--- src/design/fcp_pkg.sv ---
// Shared constants, types and reply-building functions of the command frame parser.
`default_nettype none
package fcp_pkg;

    localparam int STATIONS      = 6;
    localparam int FLAG_W        = 6;
    localparam int START_ADVANCE = 15;
    localparam logic [3:0] SKIP_LOAD = 4'(START_ADVANCE - 4);

    localparam int QUEUE_DEPTH = 4;
    localparam int QUEUE_AW    = $clog2(QUEUE_DEPTH);

    localparam logic [1:0] MODE_BYTE  = 2'd0;
    localparam logic [1:0] MODE_MEAS  = 2'd1;
    localparam logic [1:0] MODE_CLEAR = 2'd2;

    localparam logic [7:0] FRAME_HEAD    = 8'h68;
    localparam logic [7:0] FRAME_TAIL    = 8'h16;
    localparam logic [7:0] CMD_START     = 8'hAA;
    localparam logic [7:0] CMD_MEASURE   = 8'hAC;
    localparam logic [7:0] REPLY_START   = 8'hAB;
    localparam logic [7:0] REPLY_MEASURE = 8'hAD;
    localparam logic [7:0] MEAS_LEN_BYTE = 8'h02;

    typedef enum logic [1:0] {
        JOB_START,
        JOB_REQ,
        JOB_MEAS
    } job_kind_t;

    typedef struct packed {
        job_kind_t         kind;
        logic [7:0]        station;
        logic [15:0]       meas;
        logic [7:0]        check;
        logic [FLAG_W-1:0] flags;
    } job_t;

    function automatic logic [2:0] job_last_idx(job_kind_t kind);
        logic [2:0] r;
        unique case (kind)
            JOB_START: r = 3'd4;
            JOB_REQ:   r = 3'd0;
            JOB_MEAS:  r = 3'd7;
            default:   r = 3'd0;
        endcase
        return r;
    endfunction

    function automatic logic [7:0] job_byte(job_t j, logic [2:0] idx);
        logic [7:0] r;
        r = 8'h00;
        if (j.kind == JOB_START) begin
            unique case (idx)
                3'd0:    r = FRAME_HEAD;
                3'd1:    r = REPLY_START;
                3'd2:    r = j.station;
                3'd3:    r = j.check;
                default: r = FRAME_TAIL;
            endcase
        end else if (j.kind == JOB_MEAS) begin
            unique case (idx)
                3'd0:    r = FRAME_HEAD;
                3'd1:    r = REPLY_MEASURE;
                3'd2:    r = j.station;
                3'd3:    r = MEAS_LEN_BYTE;
                3'd4:    r = j.meas[15:8];
                3'd5:    r = j.meas[7:0];
                3'd6:    r = j.check;
                default: r = FRAME_TAIL;
            endcase
        end
        return r;
    endfunction

endpackage
`default_nettype wire

--- src/design/fcp_if.sv ---
// Handshake interfaces for the input items and the result items.
`default_nettype none
interface fcp_in_if;
    logic        valid;
    logic        ready;
    logic [1:0]  mode;
    logic [7:0]  rx_byte;
    logic [15:0] meas_value;

    modport source (output valid, mode, rx_byte, meas_value, input ready);
    modport sink (input valid, mode, rx_byte, meas_value, output ready);
endinterface

`default_nettype wire

--- src/design/fcp_front.sv ---
// Front part: takes input items, scans the byte window and queues reply jobs.
`default_nettype none
module fcp_front (
    input  wire logic     clk,
    input  wire logic     rst_n,
    fcp_in_if.sink        in_ch,
    input  wire logic     queue_full,
    output      logic     push_valid,
    output fcp_pkg::job_t push_job
);

    logic [7:0]                 win_reg [4];
    logic [7:0]                 win_next [4];
    logic [2:0]                 fill_reg;
    logic [2:0]                 fill_next;
    logic [3:0]                 skip_reg;
    logic [3:0]                 skip_next;
    logic                       await_reg;
    logic                       await_next;
    logic [7:0]                 pend_reg;
    logic [7:0]                 pend_next;
    logic [fcp_pkg::FLAG_W-1:0] flags_reg;
    logic [fcp_pkg::FLAG_W-1:0] flags_next;
    logic                       accept;
    logic [7:0]                 sum;
    logic                       good;

    assign in_ch.ready = !queue_full;
    assign accept      = in_ch.valid && in_ch.ready;
    assign sum         = win_reg[0] + win_reg[1] + win_reg[2];
    assign good        = (win_reg[0] == fcp_pkg::FRAME_HEAD)
                      && (in_ch.rx_byte == fcp_pkg::FRAME_TAIL)
                      && (sum == win_reg[3]);

    always_comb
    begin
        for (int i = 0; i < 4; i++)
        begin
            win_next[i] = win_reg[i];
        end
        fill_next  = fill_reg;
        skip_next  = skip_reg;
        await_next = await_reg;
        pend_next  = pend_reg;
        flags_next = flags_reg;
        push_valid = 1'b0;
        push_job.kind    = fcp_pkg::JOB_REQ;
        push_job.station = win_reg[2];
        push_job.meas    = in_ch.meas_value;
        push_job.check   = 8'h00;

        if (accept)
        begin
            priority if (in_ch.mode == fcp_pkg::MODE_CLEAR)
            begin
                flags_next = '0;
            end
            else if (in_ch.mode == fcp_pkg::MODE_MEAS)
            begin
                if (await_reg)
                begin
                    await_next       = 1'b0;
                    push_valid       = 1'b1;
                    push_job.kind    = fcp_pkg::JOB_MEAS;
                    push_job.station = pend_reg;
                    push_job.check   = 8'(fcp_pkg::FRAME_HEAD + fcp_pkg::REPLY_MEASURE
                                          + pend_reg + fcp_pkg::MEAS_LEN_BYTE
                                          + in_ch.meas_value[15:8]
                                          + in_ch.meas_value[7:0]);
                end
            end
            else if (in_ch.mode == fcp_pkg::MODE_BYTE)
            begin
                priority if (skip_reg != '0)
                begin
                    skip_next = skip_reg - 1'b1;
                end
                else if (fill_reg < 3'd4)
                begin
                    win_next[fill_reg[1:0]] = in_ch.rx_byte;
                    fill_next = fill_reg + 1'b1;
                end
                else if (good && win_reg[1] == fcp_pkg::CMD_START)
                begin
                    for (int i = 0; i < fcp_pkg::FLAG_W; i++)
                    begin
                        if (i < fcp_pkg::STATIONS && win_reg[2] == 8'(i))
                        begin
                            flags_next[i] = 1'b1;
                        end
                    end
                    fill_next      = 3'd0;
                    skip_next      = fcp_pkg::SKIP_LOAD;
                    push_valid     = 1'b1;
                    push_job.kind  = fcp_pkg::JOB_START;
                    push_job.check = 8'(fcp_pkg::FRAME_HEAD + fcp_pkg::REPLY_START
                                        + win_reg[2]);
                end
                else if (good && win_reg[1] == fcp_pkg::CMD_MEASURE)
                begin
                    await_next  = 1'b1;
                    pend_next   = win_reg[2];
                    win_next[0] = in_ch.rx_byte;
                    fill_next   = 3'd1;
                    push_valid  = 1'b1;
                end
                else
                begin
                    win_next[0] = win_reg[1];
                    win_next[1] = win_reg[2];
                    win_next[2] = win_reg[3];
                    win_next[3] = in_ch.rx_byte;
                end
            end
            else
            begin
                flags_next = flags_reg;
            end
        end
        push_job.flags = flags_next;
    end

    always_ff @(posedge clk or negedge rst_n)
    begin
        if (!rst_n)
        begin
            for (int i = 0; i < 4; i++)
            begin
                win_reg[i] <= '0;
            end
            fill_reg  <= '0;
            skip_reg  <= '0;
            await_reg <= 1'b0;
            pend_reg  <= '0;
            flags_reg <= '0;
        end
        else
        begin
            for (int i = 0; i < 4; i++)
            begin
                win_reg[i] <= win_next[i];
            end
            fill_reg  <= fill_next;
            skip_reg  <= skip_next;
            await_reg <= await_next;
            pend_reg  <= pend_next;
            flags_reg <= flags_next;
        end
    end

endmodule
`default_nettype wire

--- src/flat_wrapper.sv ---
// flat-port wrapper written by rule: the top's interface ports become plain ports
module fcp_front_flat 
  (clk, rst_n, queue_full, push_valid, push_job, in_ch_valid, in_ch_mode, in_ch_rx_byte, in_ch_meas_value, in_ch_ready);
  fcp_in_if in_ch_i ();
  input  wire logic clk;
  input  wire logic rst_n;
  input  wire logic queue_full;
  output      logic push_valid;
  output fcp_pkg::job_t push_job;
  input wire logic [$bits(in_ch_i.valid)-1:0] in_ch_valid;
  input wire logic [$bits(in_ch_i.mode)-1:0] in_ch_mode;
  input wire logic [$bits(in_ch_i.rx_byte)-1:0] in_ch_rx_byte;
  input wire logic [$bits(in_ch_i.meas_value)-1:0] in_ch_meas_value;
  output wire logic [$bits(in_ch_i.ready)-1:0] in_ch_ready;
  assign in_ch_i.valid = in_ch_valid;
  assign in_ch_i.mode = in_ch_mode;
  assign in_ch_i.rx_byte = in_ch_rx_byte;
  assign in_ch_i.meas_value = in_ch_meas_value;
  assign in_ch_ready = in_ch_i.ready;
  fcp_front u_core (.clk(clk), .rst_n(rst_n), .in_ch(in_ch_i), .queue_full(queue_full), .push_valid(push_valid), .push_job(push_job));
endmodule
--- config.mk ---
export PLATFORM = sky130hd
export DESIGN_NAME = fcp_front_flat
export DESIGN_NICKNAME = d
export VERILOG_FILES = /design/src/design/fcp_pkg.sv /design/src/design/fcp_if.sv /design/src/design/fcp_front.sv /design/src/flat_wrapper.sv
export SDC_FILE = /design/constraint.sdc
export NUM_CORES = 1
export LEC_CHECK = 0
export BUFFER_PORTS_ARGS = -buffer_cell sky130_fd_sc_hd__buf_2
export CAP_MARGIN = 10
export CELL_PAD_IN_SITES_DETAIL_PLACEMENT = 1
export CELL_PAD_IN_SITES_GLOBAL_PLACEMENT = 2
export CORE_MARGIN = 8
export CORE_UTILIZATION = 35
export DETAILED_ROUTE_END_ITERATION = 12
export PLACE_DENSITY = 0.9
export RECOVER_POWER = 50
export SKIP_LAST_GASP = 1
export SLEW_MARGIN = 20
export SYNTH_ARGS = -nofsm -noshare
export SYNTH_HDL_FRONTEND = slang
export SYNTH_SLANG_ARGS = --single-unit
--- constraint.sdc ---
create_clock -name clk -period 9.55 [get_ports clk]
set_input_delay 1.91 -clock clk [delete_from_list [all_inputs] [get_ports clk]]
set_output_delay 1.91 -clock clk [all_outputs]
set_load 0.02 [all_outputs]
==> results of run 1 <==
==> placed cells by master, fill, tap and decap left out, drive strengths merged, types with 3 or more instances in the layout <==
cell     netlist  layout
and3           5       5
a22oi         12      12
fa            15      15
nor4          11      11
buf           19      54
nor2b          6       6
a31o           3       3
nand3          8       8
mux2          27      27
mux2i          3       3
o211ai         3       3
a211oi         3       3
nor4b          4       4
nor2          10      10
or4            3       3
or3            3       3
o21bai         3       3
o2bb2ai        8       8
dfrtp         54      54
inv           37      37
a31oi          5       5
nand2         40      40
nand2b         4       4
o221a          5       5
o22ai          3       3
xor2          10      10
o41ai          4       4
ha            32      32
a21oi         15      15
nor4bb         4       4
and2           3       3
o21ai         21      21
nor3           4       4
clkbuf        13      25
xnor2         19      19
==> worst max-delay path, stage by stage <==
cell and delay (ps):
buf_2 90, inv_1 40, ha_1 260, inv_1 50, fa_1 480, ha_1 250
fa_1 410, a21o_1 200, a21oi_1 230, o21bai_1 90, a21oi_1 180, xnor2_1 130
nand2_1 60, o21ai_0 100, buf_2 190
==> power by group through the flow <==
stage	Clock, W	Combinational, W	Sequential (W)
after floorplan	0	0.000218	0.000277
after global placement	0	0.000268	0.000298
after detailed placement	0	0.000281	0.000301
after CTS	0.000214	0.000285	0.000296
after global routing	0.000225	0.000311	0.000302
final	0.000210	0.000281	0.000297
==> final cells by class <==
cell class | count | area share
Clock buffer | 6 | 0.0270
Timing Repair Buffer | 73 | 0.0720
Inverter | 37 | 0.0290
Tap cell | 147 | 0.0385
Sequential cell | 54 | 0.283
Multi-Input combinational cell | 314 | 0.543
Clock inverter | 2 | 0.00785
==> how the worst min path moves through the flow <==
stage	depth (start not counted)	end	slack [ps]
final	2	u_core.flags_reg[2]	480
after global routing	2	u_core.flags_reg[3]	500
after CTS	2	u_core.flags_reg[3]	490
after detailed placement	2	u_core.flags_reg[3]	470
after global placement	2	u_core.flags_reg[3]	460
after floorplan	2	u_core.await_reg	480
==> metrics by stage <==
stage | instances | hold slack (ps) | power [W] | worst slack [ps] | utilization
6_report | 633 | 483 | 0.000787 | 2960 | 0.400
5_1_grt | 633 | 500 | 0.000838 | 2770 | 0.400
4_1_cts | 633 | 486 | 0.000795 | 2940 | 0.402
3_5_place_dp | 625 | 469 | 0.000582 | 2960 | 0.388
3_3_place_gp | 625 | 456 | 0.000566 | 3040 | 0.388
2_1_floorplan | 437 | 484 | 0.000494 | 3280 | -
==> per-layer routing <==
metal  global-route usage  vias up  share of wire
li1                     -     1642              -
met3               0.0419       13          0.071
met4               0.0389        0          0.014
met5                    0        -              0
met2                0.270       92           0.48
met1                0.189     1762           0.43
==> kinds of logic after synthesis <==
group	Yosys count	share of synthesized area
simple gates	112	0.141
compound gates	96	0.166
buf+inv	69	0.0756
flops	54	0.316
fa+ha+maj	47	0.164
mux	30	0.0782
xor+xnor	29	0.0595
==> flow_summary_export.csv, run 1 <==
group,metric,value,unit
detailed_routing,route.vias.total,3509,
outcome,violations,"capacitance limit, slew limit",
sta,timing.slew.headroom,-1.00,
finish,largest_reg_flops,32,
logic_synthesis,ys_top_cells_by_count,"dfrtp_1, nand2_1, inv_1",
clock_tree,htreeDepth,2,
finish,multi_input_area,2600,µm²
clock_tree,hold_buffers,0,
power,sw_frac_of_total,0.368,
power,comb_power_share,0.357,
clock_tree,root_buffer,"clkbuf_16",
worst_setup_path,worstReg2RegEnd,"u_core.pend_reg[4]",
grt,grt_pass1_wl,20.3,mm
sta,period_share,0.690,
floorplanning,initial_core_util,0.357,
worst_setup_path,cp_max_fo,2,
detailed_routing,wl_per_cell,19.6,µm
detailed_routing,ant_nets,0,
logic_synthesis,ys_seq_area_frac,0.316,
logic_synthesis,synth-seq-cells,54,
logic_synthesis,synth_edf_count,0,
logic_synthesis,syn_area,4270,µm²
sta,hold_viol_final,0,
power,intPower,0.000498,W
finish,syn_to_final_growth,12.0,%
flow_run,drv_cap,1,
clock_tree,cts_buffers,5,
grt,gr-total-overflow,0,
worst_setup_path,critPathArrivalTime,4680,ps
power,max-vdd-ir-drop,0.0732,mV
logic_synthesis,synth_top_area_cell,"dfrtp_1",
logic_synthesis,ys_types,53,
grt,groute.usage.overall,0.157,
logic_synthesis,synth_top_area_share,0.316,
worst_hold_path,hold_class,"reg2reg",
power,seq_power_share,0.377,
detailed_routing,drt-initial-drc-count,213,
worst_hold_path,hold_start,"u_core.flags_reg[2]",
detailed_routing,drt_pass1_iterations,4,
worst_setup_path,endpoint,"push_job[13]",
detailed_routing,vias_per_cell,5.54,
sta,grt_setup_unrepaired,"false",
worst_setup_path,required,7640,ps
finish,fin_area,4780,µm²
clock_tree,cts_setup_buffers,0,
sta,fmax,152,MHz
grt,grt_pass1_vias,3776,
clock_tree,cts_tree,"yes",
finish,drive_gt1_frac,0.214,
power,powerDensity,165,nW/µm²
sta,fin_skew,7.97,ps
clock_tree,clk_path_buf_depth,2,
clock_tree,clkLatencyLatePin,300,ps
finish,finalNetCount,562,
logic_synthesis,synth.most_common_cell,"dfrtp_1",
placement,gp_congestion,0.874,
floorplanning,design.die.area,16000,µm²
logic_synthesis,ys.flop_type,"dfrtp_1",
logic_synthesis,postSynthCellCount,437,
sta,tns,0,ps
worst_setup_path,r2r_cells,12,
power,p_leak,2.24,nW
floorplanning,pin_count,72,
finish,n_fill_cell,1394,
placement,place_hpwl,9.75,mm
detailed_routing,wl,12.4,mm
logic_synthesis,ys_async_sr_fraction,1.00,
sta,fin_crit,6590,ps
worst_setup_path,rrSetupSlack,5170,ps
floorplanning,core_area,12000,µm²
power,clockPowerShare,0.266,
worst_setup_path,path_class,"in2out",
floorplanning,die_x,126,µm
logic_synthesis,synth_area_per_cell,9.77,µm²
logic_synthesis,yosys-top-cells-area,"dfrtp_1, ha_1, mux2_2, fa_1, xnor2_1",
grt,grt_max_degree,55,
logic_synthesis,synthesis.nets,514,
clock_tree,ctsResizeCount,0,
sta,slew_violations,55,
placement,place_area,4640,µm²
grt,antenna_found_initial,0,
clock_tree,cts.reportedPaths.clkPinSlew,70,ps
sta,worstMarginPinSlew,3010,ps
worst_setup_path,crit_start,"in_ch_meas_value[1]",
finish,ff_latch_area,1350,µm²
worst_setup_path,r2r-start,"u_core.win_reg[8]",
logic_synthesis,synth_warnings,0,
outcome,status,"finished with violations",
power,p_switching,0.000289,W
worst_setup_path,worstSetupEndpointType,"output port",
floorplanning,die_h,126,µm
placement,numPortBuffers,71,
detailed_routing,drc_errors,0,
worst_setup_path,start_kind,"input port",
finish,antennaDiodeCount,0,
clock_tree,clock-sinks,54,
floorplanning,fp-row-count,40,
sta,finalSetupViolCount,0,
No activity file was read; power rests on OpenSTA's default activity.
==> run 2, diff against run 1 <==
- ABC_AREA: not set -> 1
- CORE_UTILIZATION: 35 -> 33
- PLACE_DENSITY: 0.9 -> 0.93
- clock period: 9.55 -> 6.8 ns (I/O delays scaled with it)
==> flow_summary_export.csv, run 2 <==
group,metric,value,unit
logic_synthesis,ys_top_cells_by_count,"nand2_1, inv_1, nand3_1",
detailed_routing,drc_errors,0,
logic_synthesis,synth_top_family_by_area,"simple AND/OR/NAND/NOR gates",
sta,fin_skew,7.66,ps
clock_tree,root_buffer,"clkbuf_16",
clock_tree,clk_path_buf_depth,2,
grt,groute.usage.overall,0.167,
sta,slew_violations,55,
worst_setup_path,cp_max_fo,7,
detailed_routing,route.vias.total,4449,
worst_setup_path,start_kind,"flip-flop",
clock_tree,cts.reportedPaths.clkPinSlew,70,ps
finish,antennaDiodeCount,0,
power,intPower,0.000807,W
worst_setup_path,cp_slowest_cell,"nor2_1",
detailed_routing,wl,14.4,mm
power,p_switching,0.000770,W
grt,gr-total-overflow,0,
worst_setup_path,worstSetupEndpointType,"output port",
detailed_routing,wl_per_cell,16.6,µm
power,max-vdd-ir-drop,0.116,mV
clock_tree,ctsResizeCount,0,
power,sw_frac_of_total,0.488,
floorplanning,die_x,134,µm
finish,drive_gt1_frac,0.132,
worst_setup_path,critPathArrivalTime,4270,ps
sta,tns,0,ps
logic_synthesis,synth_xor_xnor_area_share,0.0247,
placement,place_hpwl,11.4,mm
finish,layout.cells.non_filler,872,
sta,timing.slew.headroom,-1.12,
grt,antenna_found_initial,0,
logic_synthesis,synthAdderAreaFrac,0.152,
power,power.total,0.00158,W
logic_synthesis,synth-seq-cells,54,
floorplanning,pin_count,72,
sta,hold_viol_final,0,
logic_synthesis,synthSimpleGateAreaFrac,0.317,
detailed_routing,vias_per_cell,5.10,
finish,final_util,0.372,
worst_setup_path,crit_path_frequent_cell,"nor2_1",
flow_run,drv_cap,1,
sta,fmax,178,MHz
floorplanning,initial_core_util,0.335,
logic_synthesis,muxShareOfSynthArea,0,
logic_synthesis,ys_types,36,
detailed_routing,drt_pass1_iterations,4,
detailed_routing,ant_nets,0,
clock_tree,clock-sinks,54,
grt,grt_pass1_wl,24.7,mm
floorplanning,die_h,134,µm
finish,final_cell_mix,"nand2_1, inv_1, nand3_1",
logic_synthesis,synth_area_per_cell,7.19,µm²
power,seq_power_share,0.312,
worst_setup_path,cp_cell_sequence,"inv_1 > fa_1 > inv_1 > ha_1 > fa_1 > nor2_1 > nor2_1 > nor2_1 > nand3_1 > nor2_1 > nand3_1 > nor2_1 > nand4_1 > nor2_1 > nor2_1 > nor2_1 > buf_2",
logic_synthesis,syn_area,4620,µm²
logic_synthesis,synth_warnings,0,
power,clockPowerShare,0.186,
placement,dp.cells,864,
power,powerDensity,307,nW/µm²
worst_setup_path,critical_path_buf_inv_count,3,
logic_synthesis,synthesis.nets,719,
grt,grt_pass1_vias,4851,
logic_synthesis,ys.flop_type,"dfrtp_1",
placement,gp_congestion,0.854,
outcome,violations,"capacitance limit, slew limit",
clock_tree,cts_setup_buffers,0,
grt,grt_max_degree,55,
worst_setup_path,required,5440,ps
clock_tree,cts_buffers,5,
floorplanning,design.die.area,18000,µm²
placement,numPortBuffers,71,
outcome,status,"finished with violations",
sta,period_share,0.827,
logic_synthesis,synth-compound-area-share,0.0989,
logic_synthesis,synth.most_common_cell,"nand2_1",
worst_setup_path,cpPeakStageDelay,510,ps
clock_tree,hold_buffers,0,
floorplanning,fp-row-count,43,
power,p_leak,2.66,nW
detailed_routing,drt-initial-drc-count,189,
finish,finalNetCount,768,
worst_setup_path,cp_top_family,"simple AND/OR/NAND/NOR gates",
logic_synthesis,synth_edf_count,0,
sta,grt_setup_unrepaired,"false",
logic_synthesis,postSynthCellCount,642,
logic_synthesis,ys_async_sr_fraction,1.00,
finish,mostFrequentLayoutCell,"nand2_1",
logic_synthesis,synth_top_area_cell,"dfrtp_1",
sta,finalSetupViolCount,0,
logic_synthesis,ys_seq_area_frac,0.293,
sta,worstMarginPinSlew,3190,ps
logic_synthesis,yosys-top-cells-area,"dfrtp_1, nand2_1, ha_1, nand3_1, inv_1",
sta,fin_crit,5630,ps
finish,largest_reg_flops,32,
power,comb_power_share,0.502,
finish,syn_to_final_growth,11.1,%
clock_tree,cts_tree,"yes",
floorplanning,core_area,13800,µm²
clock_tree,htreeDepth,2,
worst_setup_path,path_class,"reg2out",
worst_hold_path,hold_class,"reg2reg",
clock_tree,clkLatencyLatePin,310,ps
logic_synthesis,synth_top_area_share,0.293,
[run 2: final timing paths]
kind	start	end	slack [ps]	depth (start not counted)
setup / recovery	u_core.win_reg[8]	push_job[2]	1170	17
hold / removal	u_core.win_reg[1]	u_core.win_reg[1]	500	2
setup reg to reg	u_core.win_reg[8]	u_core.win_reg[28]	2540	17
hold reg to reg	u_core.win_reg[1]	u_core.win_reg[1]	500	2
max in group asynchronous	rst_n	u_core.pend_reg[4]	2790	2
min in group asynchronous	rst_n	u_core.pend_reg[2]	2190	2
[run 2: through the flow]
step	worst slack (ps)	cell area (µm²)	hold WS [ps]
after floorplan	1650	4620	464
after global placement	1490	5000	481
after detailed placement	1370	5000	494
after CTS	1350	5160	512
after global routing	810	5130	548
final	1170	5130	505
[run 2: worst register-to-register path, delay by kind of cell (launching register included)]
| kind | cells | cell delay, ps |
|---|---|---|
| simple gates | 10 | 1870 |
| compound gates | 1 | 140 |
| flops | 1 | 460 |
| buf+inv | 3 | 540 |
| fa+ha+maj | 3 | 1160 |
[run 2: power by group through the flow]
| stage | combinational [W] | clock, W | sequential, W |
|---|---|---|---|
| after CTS | 0.000807 | 0.000301 | 0.000491 |
| after detailed placement | 0.000799 | 0 | 0.000497 |
| after floorplan | 0.000595 | 0 | 0.000446 |
| after global routing | 0.000906 | 0.000311 | 0.000505 |
| after global placement | 0.000766 | 0 | 0.000492 |
| final | 0.000792 | 0.000293 | 0.000492 |
[run 2: kinds of logic after synthesis]
family | count (synthesis)
simple gates | 331
compound gates | 81
xor+xnor | 13
flops | 54
buf+inv | 116
fa+ha+maj | 47
[run 2: final cells by class]
type | instances | area (µm²)
clock buffers | 8 | 166
multi-input cells | 472 | 2730
well taps | 180 | 225
fillers | 1802 | 8640
flip-flops and latches | 54 | 1350
repair buffers | 72 | 338
inverters | 86 | 323
[run 2: metal layers]
layer	up-vias	global-route usage	part of all wire
li1	2159	-	-
met1	2183	0.204	0.44
met2	87	0.291	0.49
met3	20	0.0277	0.044
met4	0	0.0574	0.022
met5	-	0	0
